## config.mk

```make
export PLATFORM = sky130hd
export DESIGN_NAME = checksummed_frame_builder_chunker_flat
export DESIGN_NICKNAME = d
export VERILOG_FILES = /design/src/rtl/cfbc_pkg.sv /design/src/rtl/cfbc_in_if.sv /design/src/rtl/cfbc_out_if.sv /design/src/rtl/cfbc_front.sv /design/src/rtl/cfbc_queue.sv /design/src/rtl/cfbc_back.sv /design/src/rtl/checksummed_frame_builder_chunker.sv /design/src/flat_wrapper.sv
export SDC_FILE = /design/constraint.sdc
export NUM_CORES = 1
export LEC_CHECK = 0
export BUFFER_PORTS_ARGS = -buffer_cell sky130_fd_sc_hd__buf_2
export CAP_MARGIN = 30
export CORE_ASPECT_RATIO = 0.8
export CORE_MARGIN = 2
export CORE_UTILIZATION = 60
export CTS_CLUSTER_DIAMETER = 200
export DETAILED_ROUTE_END_ITERATION = 6
export MAX_ROUTING_LAYER = met4
export PLACE_DENSITY = 0.77
export SLEW_MARGIN = 20
export SYNTH_ARGS = -nofsm -noshare
export SYNTH_HDL_FRONTEND = slang
export SYNTH_HIERARCHICAL = 1
export SYNTH_SLANG_ARGS = --single-unit
```

## constraint.sdc

```tcl
create_clock -name clk -period 6.15 [get_ports clk]
set_input_delay 0.3075 -clock clk [delete_from_list [all_inputs] [get_ports clk]]
set_output_delay 0.3075 -clock clk [all_outputs]
set_load 0.02 [all_outputs]
```

## src/rtl/cfbc_pkg.sv

```systemverilog
// ----------------------------------------------------------------------------
// cfbc_pkg
// Shared types and constants for the checksummed frame builder and chunker.
// ----------------------------------------------------------------------------
package cfbc_pkg;

	localparam logic [7:0] FRAME_HEAD   = 8'hA5;
	localparam logic [7:0] FRAME_TAIL   = 8'h5A;
	localparam logic [6:0] CHUNK_RESET  = 7'd20;
	localparam logic [15:0] LEN_EXTRA   = 16'd2;
	localparam int         QUEUE_DEPTH  = 2;

	localparam logic OP_START   = 1'b0;
	localparam logic OP_PAYLOAD = 1'b1;

	typedef logic [3:0] step_t;

	// byte positions of a frame as the back end walks it
	localparam step_t STEP_HEAD   = 4'd0;
	localparam step_t STEP_CTL    = 4'd1;
	localparam step_t STEP_SEQ    = 4'd2;
	localparam step_t STEP_LEN_LO = 4'd3;
	localparam step_t STEP_LEN_HI = 4'd4;
	localparam step_t STEP_CMD_LO = 4'd5;
	localparam step_t STEP_CMD_HI = 4'd6;
	localparam step_t STEP_SUM    = 4'd7;
	localparam step_t STEP_TAIL   = 4'd8;
	// a payload byte reuses the last header slot, STEP_CMD_HI
	localparam step_t DATA_BASE   = 4'd6;

	typedef enum logic {
		CMD_START,
		CMD_DATA
	} cmd_kind_t;

	typedef struct packed {
		cmd_kind_t   kind;
		logic        last;     // start: empty payload; data: final payload byte
		logic [7:0]  ctl;
		logic [7:0]  seq;
		logic [15:0] cmd;
		logic [15:0] lenf;
		logic [7:0]  data;
	} cmd_t;

	typedef struct packed {
		logic valid;
		cmd_t head;
	} q_head_t;

endpackage

```

## src/rtl/cfbc_in_if.sv

```systemverilog
// ----------------------------------------------------------------------------
// cfbc_in_if
// Input item channel: start items and payload bytes.
// ----------------------------------------------------------------------------
interface cfbc_in_if;
	logic        valid;
	logic        ready;
	logic        opcode;
	logic [7:0]  control_code;
	logic [7:0]  sequence_number;
	logic [15:0] command_code;
	logic [15:0] payload_length;
	logic [7:0]  payload_byte;

	modport source (
		output valid, opcode, control_code, sequence_number, command_code,
		       payload_length, payload_byte,
		input  ready
	);
	modport sink (
		input  valid, opcode, control_code, sequence_number, command_code,
		       payload_length, payload_byte,
		output ready
	);
endinterface

```

## src/rtl/cfbc_out_if.sv

```systemverilog
// ----------------------------------------------------------------------------
// cfbc_out_if
// Output byte channel with chunk and frame markers.
// ----------------------------------------------------------------------------
interface cfbc_out_if;
	logic       valid;
	logic       ready;
	logic [7:0] out_byte;
	logic       chunk_end;
	logic       frame_end;

	modport source (
		output valid, out_byte, chunk_end, frame_end,
		input  ready
	);
	modport sink (
		input  valid, out_byte, chunk_end, frame_end,
		output ready
	);
endinterface

```

## src/rtl/cfbc_front.sv

```systemverilog
// ----------------------------------------------------------------------------
// cfbc_front
// Accepts input words, tracks the open frame and turns each word into a
// command for the back end. Stray payload bytes are dropped here.
// ----------------------------------------------------------------------------
module cfbc_front
	import cfbc_pkg::*;
(
	input  logic       clk,
	input  logic       arst_n,
	cfbc_in_if.sink    item,
	input  logic       q_full,
	output logic       push,
	output cmd_t       push_cmd
);

	logic        open_q;
	logic [15:0] remaining_q;
	logic        accept;

	assign item.ready = !q_full;
	assign accept     = item.valid && item.ready;

	always_comb begin
		push_cmd.ctl  = item.control_code;
		push_cmd.seq  = item.sequence_number;
		push_cmd.cmd  = item.command_code;
		push_cmd.lenf = item.payload_length + LEN_EXTRA;
		push_cmd.data = item.payload_byte;
		if (item.opcode == OP_START) begin
			push_cmd.kind = CMD_START;
			push_cmd.last = (item.payload_length == 16'd0);
			push          = accept;
		end else begin
			push_cmd.kind = CMD_DATA;
			push_cmd.last = (remaining_q == 16'd1);
			push          = accept && open_q;
		end
	end

	always_ff @(posedge clk or negedge arst_n) begin
		if (!arst_n) begin
			open_q      <= 1'b0;
			remaining_q <= 16'd0;
		end else if (push) begin
			if (push_cmd.kind == CMD_START) begin
				open_q      <= !push_cmd.last;
				remaining_q <= item.payload_length;
			end else begin
				open_q      <= !push_cmd.last;
				remaining_q <= remaining_q - 16'd1;
			end
		end
	end

endmodule

```

## src/rtl/cfbc_queue.sv

```systemverilog
// ----------------------------------------------------------------------------
// cfbc_queue
// Small command FIFO between the front and back ends.
// ----------------------------------------------------------------------------
module cfbc_queue
	import cfbc_pkg::*;
#(
	parameter int DEPTH = QUEUE_DEPTH
) (
	input  logic    clk,
	input  logic    arst_n,
	input  logic    push,
	input  cmd_t    push_cmd,
	input  logic    pop,
	output logic    full,
	output q_head_t status
);

	localparam int PW = (DEPTH > 1) ? $clog2(DEPTH) : 1;
	localparam int CW = $clog2(DEPTH + 1);
	localparam logic [PW-1:0] LAST_PTR = PW'(DEPTH - 1);
	localparam logic [CW-1:0] FULL_CNT = CW'(DEPTH);

	cmd_t          mem_q [DEPTH];
	logic [PW-1:0] wr_ptr_q;
	logic [PW-1:0] rd_ptr_q;
	logic [CW-1:0] count_q;

	assign full        = (count_q == FULL_CNT);
	assign status.valid = (count_q != '0);
	assign status.head  = mem_q[rd_ptr_q];

	always_ff @(posedge clk) begin
		if (push)
			mem_q[wr_ptr_q] <= push_cmd;
	end

	always_ff @(posedge clk or negedge arst_n) begin
		if (!arst_n) begin
			wr_ptr_q <= '0;
			rd_ptr_q <= '0;
			count_q  <= '0;
		end else begin
			if (push)
				wr_ptr_q <= (wr_ptr_q == LAST_PTR) ? '0 : wr_ptr_q + 1'b1;
			if (pop)
				rd_ptr_q <= (rd_ptr_q == LAST_PTR) ? '0 : rd_ptr_q + 1'b1;
			if (push && !pop)
				count_q <= count_q + 1'b1;
			else if (pop && !push)
				count_q <= count_q - 1'b1;
		end
	end

endmodule

```

## src/rtl/cfbc_back.sv

```systemverilog
// ----------------------------------------------------------------------------
// cfbc_back
// Walks each queued command byte by byte, keeps the running sum and the
// chunk position, and drives the registered output channel.
// ----------------------------------------------------------------------------
module cfbc_back
	import cfbc_pkg::*;
(
	input  logic       clk,
	input  logic       arst_n,
	input  logic [6:0] chunk_size,
	input  q_head_t    status,
	output logic       pop,
	cfbc_out_if.source stream
);

	step_t      step_q;
	logic [7:0] sum_q;
	logic [6:0] pos_q;
	logic       valid_q;
	logic [7:0] byte_q;
	logic       chunk_q;
	logic       frame_q;

	step_t      eff;
	logic       adv;
	logic       done;
	logic       first;
	logic       last_byte;
	logic       close;
	logic [7:0] b;
	logic [7:0] sum_base;
	logic [6:0] pos_next;
	cmd_t       h;

	assign h    = status.head;
	assign eff  = (h.kind == CMD_DATA) ? step_q + DATA_BASE : step_q;
	assign adv  = status.valid && (!valid_q || stream.ready);
	assign done = (eff == STEP_TAIL) || ((eff == STEP_CMD_HI) && !h.last);
	assign pop  = adv && done;

	assign first     = (h.kind == CMD_START) && (eff == STEP_HEAD);
	assign last_byte = (eff == STEP_TAIL);
	assign sum_base  = first ? 8'd0 : sum_q;
	assign pos_next  = (first ? 7'd0 : pos_q) + 7'd1;
	assign close     = last_byte || (pos_next >= chunk_size) || (pos_next == 7'd0);

	always_comb begin
		unique case (eff)
			STEP_HEAD:   b = FRAME_HEAD;
			STEP_CTL:    b = h.ctl;
			STEP_SEQ:    b = h.seq;
			STEP_LEN_LO: b = h.lenf[7:0];
			STEP_LEN_HI: b = h.lenf[15:8];
			STEP_CMD_LO: b = h.cmd[7:0];
			STEP_CMD_HI: b = (h.kind == CMD_START) ? h.cmd[15:8] : h.data;
			STEP_SUM:    b = sum_q;
			STEP_TAIL:   b = FRAME_TAIL;
			default:     b = FRAME_TAIL;
		endcase
	end

	always_ff @(posedge clk or negedge arst_n) begin
		if (!arst_n) begin
			step_q  <= STEP_HEAD;
			sum_q   <= 8'd0;
			pos_q   <= 7'd0;
			valid_q <= 1'b0;
		end else begin
			if (adv) begin
				step_q  <= done ? STEP_HEAD : step_q + 4'd1;
				sum_q   <= sum_base + b;
				pos_q   <= close ? 7'd0 : pos_next;
				valid_q <= 1'b1;
			end else if (stream.ready) begin
				valid_q <= 1'b0;
			end
		end
	end

	always_ff @(posedge clk) begin
		if (adv) begin
			byte_q  <= b;
			chunk_q <= close;
			frame_q <= last_byte;
		end
	end

	assign stream.valid     = valid_q;
	assign stream.out_byte  = byte_q;
	assign stream.chunk_end = chunk_q;
	assign stream.frame_end = frame_q;

endmodule

```

## src/rtl/checksummed_frame_builder_chunker.sv

```systemverilog
// ----------------------------------------------------------------------------
// checksummed_frame_builder_chunker
// Frame builder with 8-bit checksum and link-packet chunk marking.
// ----------------------------------------------------------------------------
// Channels: item takes start words (opcode 0, header fields) and payload
// bytes (opcode 1); stream gives framed bytes with chunk_end and frame_end.
// cfg_we/cfg_wdata write chunk_size (reset 20); the user must write it only
// while idle, as the block does not enforce it. A start word yields 7
// header bytes, or 9 with sum and trailer when the payload is empty; the
// last payload byte yields 3 bytes, any other 1. A word's first byte passes
// the command queue, then the output register. Throughput: while the
// receiver is ready, the back end emits one byte per cycle, so payload
// streams at one word per cycle; a start word holds the back end for its
// header bytes, and the command queue (QDEPTH entries) lets the front keep
// taking words meanwhile until it fills. Payload bytes with no open frame
// are dropped by the front end. Reset clears the open frame, the queue and
// the output register. When the receiver stalls, the output register holds
// its byte, the back end waits, and item.ready falls once the queue is full.
// ----------------------------------------------------------------------------
module checksummed_frame_builder_chunker
	import cfbc_pkg::*;
#(
	parameter int QDEPTH = QUEUE_DEPTH
) (
	input  logic       clk,
	input  logic       arst_n,
	input  logic       cfg_we,
	input  logic [6:0] cfg_wdata,
	cfbc_in_if.sink    item,
	cfbc_out_if.source stream
);

	logic [6:0] chunk_q;
	logic       push;
	cmd_t       push_cmd;
	logic       full;
	logic       pop;
	q_head_t    status;

	always_ff @(posedge clk or negedge arst_n) begin
		if (!arst_n)
			chunk_q <= CHUNK_RESET;
		else if (cfg_we)
			chunk_q <= cfg_wdata;
	end

	cfbc_front u_front (
		.clk      (clk),
		.arst_n   (arst_n),
		.item     (item),
		.q_full   (full),
		.push     (push),
		.push_cmd (push_cmd)
	);

	cfbc_queue #(
		.DEPTH (QDEPTH)
	) u_queue (
		.clk      (clk),
		.arst_n   (arst_n),
		.push     (push),
		.push_cmd (push_cmd),
		.pop      (pop),
		.full     (full),
		.status   (status)
	);

	cfbc_back u_back (
		.clk        (clk),
		.arst_n     (arst_n),
		.chunk_size (chunk_q),
		.status     (status),
		.pop        (pop),
		.stream     (stream)
	);

endmodule
```

## src/flat_wrapper.sv

```systemverilog
// flat-port wrapper written by rule: the top's interface ports become plain ports
module checksummed_frame_builder_chunker_flat import cfbc_pkg::*;
#(
	parameter int QDEPTH = QUEUE_DEPTH
)
  (clk, arst_n, cfg_we, cfg_wdata, item_valid, item_opcode, item_control_code, item_sequence_number, item_command_code, item_payload_length, item_payload_byte, item_ready, stream_valid, stream_out_byte, stream_chunk_end, stream_frame_end, stream_ready);
  cfbc_in_if item_i ();
  cfbc_out_if stream_i ();
  input  logic clk;
  input  logic arst_n;
  input  logic cfg_we;
  input  logic [6:0] cfg_wdata;
  input wire logic [$bits(item_i.valid)-1:0] item_valid;
  input wire logic [$bits(item_i.opcode)-1:0] item_opcode;
  input wire logic [$bits(item_i.control_code)-1:0] item_control_code;
  input wire logic [$bits(item_i.sequence_number)-1:0] item_sequence_number;
  input wire logic [$bits(item_i.command_code)-1:0] item_command_code;
  input wire logic [$bits(item_i.payload_length)-1:0] item_payload_length;
  input wire logic [$bits(item_i.payload_byte)-1:0] item_payload_byte;
  output wire logic [$bits(item_i.ready)-1:0] item_ready;
  output wire logic [$bits(stream_i.valid)-1:0] stream_valid;
  output wire logic [$bits(stream_i.out_byte)-1:0] stream_out_byte;
  output wire logic [$bits(stream_i.chunk_end)-1:0] stream_chunk_end;
  output wire logic [$bits(stream_i.frame_end)-1:0] stream_frame_end;
  input wire logic [$bits(stream_i.ready)-1:0] stream_ready;
  assign item_i.valid = item_valid;
  assign item_i.opcode = item_opcode;
  assign item_i.control_code = item_control_code;
  assign item_i.sequence_number = item_sequence_number;
  assign item_i.command_code = item_command_code;
  assign item_i.payload_length = item_payload_length;
  assign item_i.payload_byte = item_payload_byte;
  assign item_ready = item_i.ready;
  assign stream_valid = stream_i.valid;
  assign stream_out_byte = stream_i.out_byte;
  assign stream_chunk_end = stream_i.chunk_end;
  assign stream_frame_end = stream_i.frame_end;
  assign stream_i.ready = stream_ready;
  checksummed_frame_builder_chunker #(.QDEPTH(QDEPTH)) u_core (.clk(clk), .arst_n(arst_n), .cfg_we(cfg_we), .cfg_wdata(cfg_wdata), .item(item_i), .stream(stream_i));
endmodule
```

==> impl_metrics.env <==
export IMPL_outcome="finished clean"
export IMPL_wl_um=18200
export IMPL_max_slew_worst_pin_slew_ps=863
export IMPL_cts_setup_buffers=0
export IMPL_swShare_pct=37.4
export IMPL_critPathRequiredTime_ps=6500
export IMPL_portBuffers=80
export IMPL_grt_max_degree=49
export IMPL_end_kind="flip-flop"
export IMPL_cp_start_kind="flip-flop"
export IMPL_power_switching_mw=1.86
export IMPL_synth_seq_cells=174
export IMPL_diodes=0
export IMPL_placed_cells=923
export IMPL_firstDrtPassIters=6
export IMPL_overflow=0
export IMPL_netlist_area_mm2=0.00897
export IMPL_placed_area_mm2=0.00920
export IMPL_cts_resized=0
export IMPL_yosys_top_cells_count="edfxtp_1 (126), mux2_2 (52), nand2_1 (47)"
export IMPL_htreeDepth=4
export IMPL_pwr_share_seq_pct=38.0
export IMPL_post_dp_hpwl_um=12600
export IMPL_grt_usage_pct=24.9
export IMPL_die_area_mm2=0.0159
export IMPL_clkSinkCount=174
export IMPL_syn_nets=817
export IMPL_fin_cells=955
export IMPL_wl_per_cell_um=19.0
export IMPL_cts_root_buffer="clkbuf_16"
export IMPL_crit_fanout=30
export IMPL_synth_cells=726
export IMPL_r2r_setup_slack_ps=1580
export IMPL_setup_worst_path_class="flip-flop to flip-flop"
export IMPL_die_y_um=113
export IMPL_layout_drive_gt1_share_pct=27.1
export IMPL_antenna_found_initial=0
export IMPL_synth_area_leaders="edfxtp_1 (42%), dfrtp_1 (13%), mux2_2 (6.5%)"
export IMPL_period_needed_ps=4570
export IMPL_place_gp_congestion=0.927
export IMPL_synthFlopType="edfxtp_1"
export IMPL_grt_pass1_vias=5754
export IMPL_synth_edf_count=126
export IMPL_drt_vias_per_instance=6.01
export IMPL_p_int_mw=3.12
export IMPL_clockBufferDepth=2
export IMPL_syn2layout_area_growth_pct=9.22
export IMPL_postCtsHoldBufs=0
export IMPL_die_w_um=141
export IMPL_ant_nets=0
export IMPL_fin_skew_ps=10.6
export IMPL_grt_pass1_wl_um=29600
export IMPL_multiInputGateArea_mm2=0.00341
export IMPL_layout_nets=849
export IMPL_finalSetupViolations=0
export IMPL_clkPwrFrac_pct=21.7
export IMPL_drc=0
export IMPL_worstSkewPairLatency_ps=420
export IMPL_core_area_mm2=0.0144
export IMPL_p_comb_share_pct=40.3
export IMPL_synth_top_cell_by_area="edfxtp_1"
export IMPL_pin_count=81
export IMPL_yosysMostFrequentCell="edfxtp_1"
export IMPL_max_freq_mhz=219
export IMPL_ys_warn_count=6
export IMPL_relSlewSlack_pct=42.3
export IMPL_hp_class="primary input to asynchronous set/reset pin"
export IMPL_ir_drop_v=0.000325
export IMPL_critPathArrivalTime_ps=4930
export IMPL_p_leak_nw=3.83
export IMPL_power_density_mw_per_mm2=508
export IMPL_timing_final_hold_violations=0
export IMPL_synthDistinctLibCells=67
export IMPL_syn_area_per_cell_um2=12.4
export IMPL_row_count=39
export IMPL_num_vias=5736
export IMPL_postSynth_asyncResetShare_pct=27.6
export IMPL_fin_setup_tns_ps=0
export IMPL_fill_cells=1055
export IMPL_cts_tree="done"
export IMPL_synth_top_cell_area_share_pct=42.2
export IMPL_maxCapViolations=0
export IMPL_fin_area_mm2=0.00980
export IMPL_clk_pin_slew_ps=60
export IMPL_grt_setup_unrepaired="false"
export IMPL_drt_iter0_drc=522
export IMPL_drv_slew=0
export IMPL_period_share_pct=74.4
export IMPL_ys_seq_area_share_pct=55.6
export IMPL_initial_utilization_pct=62.1
export IMPL_regArea_mm2=0.00499
export IMPL_numCtsBuffers=17
-- critical path, stage by stage, from the launching register on --
cell      delay, ps
dfrtp_2         790
mux2_2          580
or2_1           350
o22ai_2         590
a221oi_1        210
o31ai_1         550
ha_1            230
a21o_1          130
nand4_1         120
a41oi_1         420
a21oi_1          80
or3b_1          370
nand3_1          80
-- layout by cell type (no fill, tap or decap), types with 7 or more instances in the layout --
cell	count
a21o_1	9
a21oi_1	28
a221oi_1	11
a2bb2oi_1	7
and3_1	7
buf_2	80
buf_4	8
clkbuf_16	17
dfrtp_1	45
edfxtp_1	126
ha_1	21
inv_1	23
inv_6	7
mux2_2	52
mux2_4	17
mux2i_1	11
nand2_1	47
nand2b_1	11
nand3_1	20
nand4_1	11
nor2_1	42
nor2b_1	13
o211ai_1	9
o21ai_0	16
o21ai_1	7
xnor2_1	15
xor2_1	13
-- layout make-up --
class,count,area share [%]
inverter,25,0.958
tap,184,2.35
multi-input combinational,451,34.8
clock inverter,15,1.72
sequential,174,50.9
timing repair buffer,89,4.90
clock buffer,17,4.34
-- worst paths after layout --
check                                              from                           to  cells after the start
min in group clk                item_sequence_number[2]  u_core/u_queue/mem_q[0][42]                      1
worst max-delay path            u_core/u_queue/rd_ptr_q       u_core/u_back/sum_q[7]                     12
worst min-delay path                             arst_n      u_core/u_back/step_q[2]                      2
max in group asynchronous                        arst_n      u_core/u_queue/rd_ptr_q                      2
worst max register to register  u_core/u_queue/rd_ptr_q       u_core/u_back/sum_q[7]                     12
worst min register to register   u_core/u_back/pos_q[3]       u_core/u_back/pos_q[3]                      2
-- per-stage QoR --
step / utilization, % / setup WS, ps / hold WS (ps) / total power [mW]
after global placement: 63.6 / 1840 / 456 / 3.82
after CTS: 67.8 / 1630 / 14.4 / 5.00
after detailed placement: 63.7 / 1670 / 466 / 3.90
final: 67.8 / 1580 / 3.21 / 4.98
after global routing: 67.8 / 1180 / 42.1 / 5.31
after floorplan: - / 1720 / 11.9 / 3.42
-- cells by family after synthesis --
kind of cell / synth area share (%)
flops: 55.6
compound gates: 8.98
xor+xnor: 3.10
buf+inv: 6.58
fa+ha+maj: 3.15
simple gates: 11.9
mux: 10.7
-- sequential cells by signal (all words and copies together) (netlist names) --
| signal | cells |
|---|---|
| u_core/u_front/open_q | 1 |
| u_core/u_back/stream.valid | 1 |
| u_core/u_queue/count_q | 2 |
| u_core/u_back/stream.chunk_end | 1 |
| u_core/u_queue/mem_q | 116 |
| u_core/u_back/stream.frame_end | 1 |
| u_core/u_queue/wr_ptr_q | 1 |
| u_core/u_front/remaining_q | 16 |
| u_core/chunk_q | 7 |
| u_core/u_back/stream.out_byte | 8 |
| u_core/u_queue/rd_ptr_q | 1 |
| u_core/u_back/pos_q | 7 |
| u_core/u_back/sum_q | 8 |
| u_core/u_back/step_q | 4 |
-- power by group through the flow --
stage	Clock [mW]	Sequential, mW	Combinational [mW]
finish	1.08	1.89	2.01
detailed placement	0	1.91	1.99
global route	1.15	1.93	2.23
CTS	1.10	1.89	2.00
floorplan	0	1.86	1.56
global placement	0	1.89	1.93
-- metal layers --
layer | GRT usage [%] | vias up | wire length [um]
li1 | - | 2708 | -
met1 | 33.2 | 2793 | 8120
met2 | 38.9 | 211 | 8670
met3 | 5.29 | 24 | 1080
met4 | 7.47 | 0 | 288
met5 | - | - | 0
Note: power is estimated with default switching activity, not from simulation.
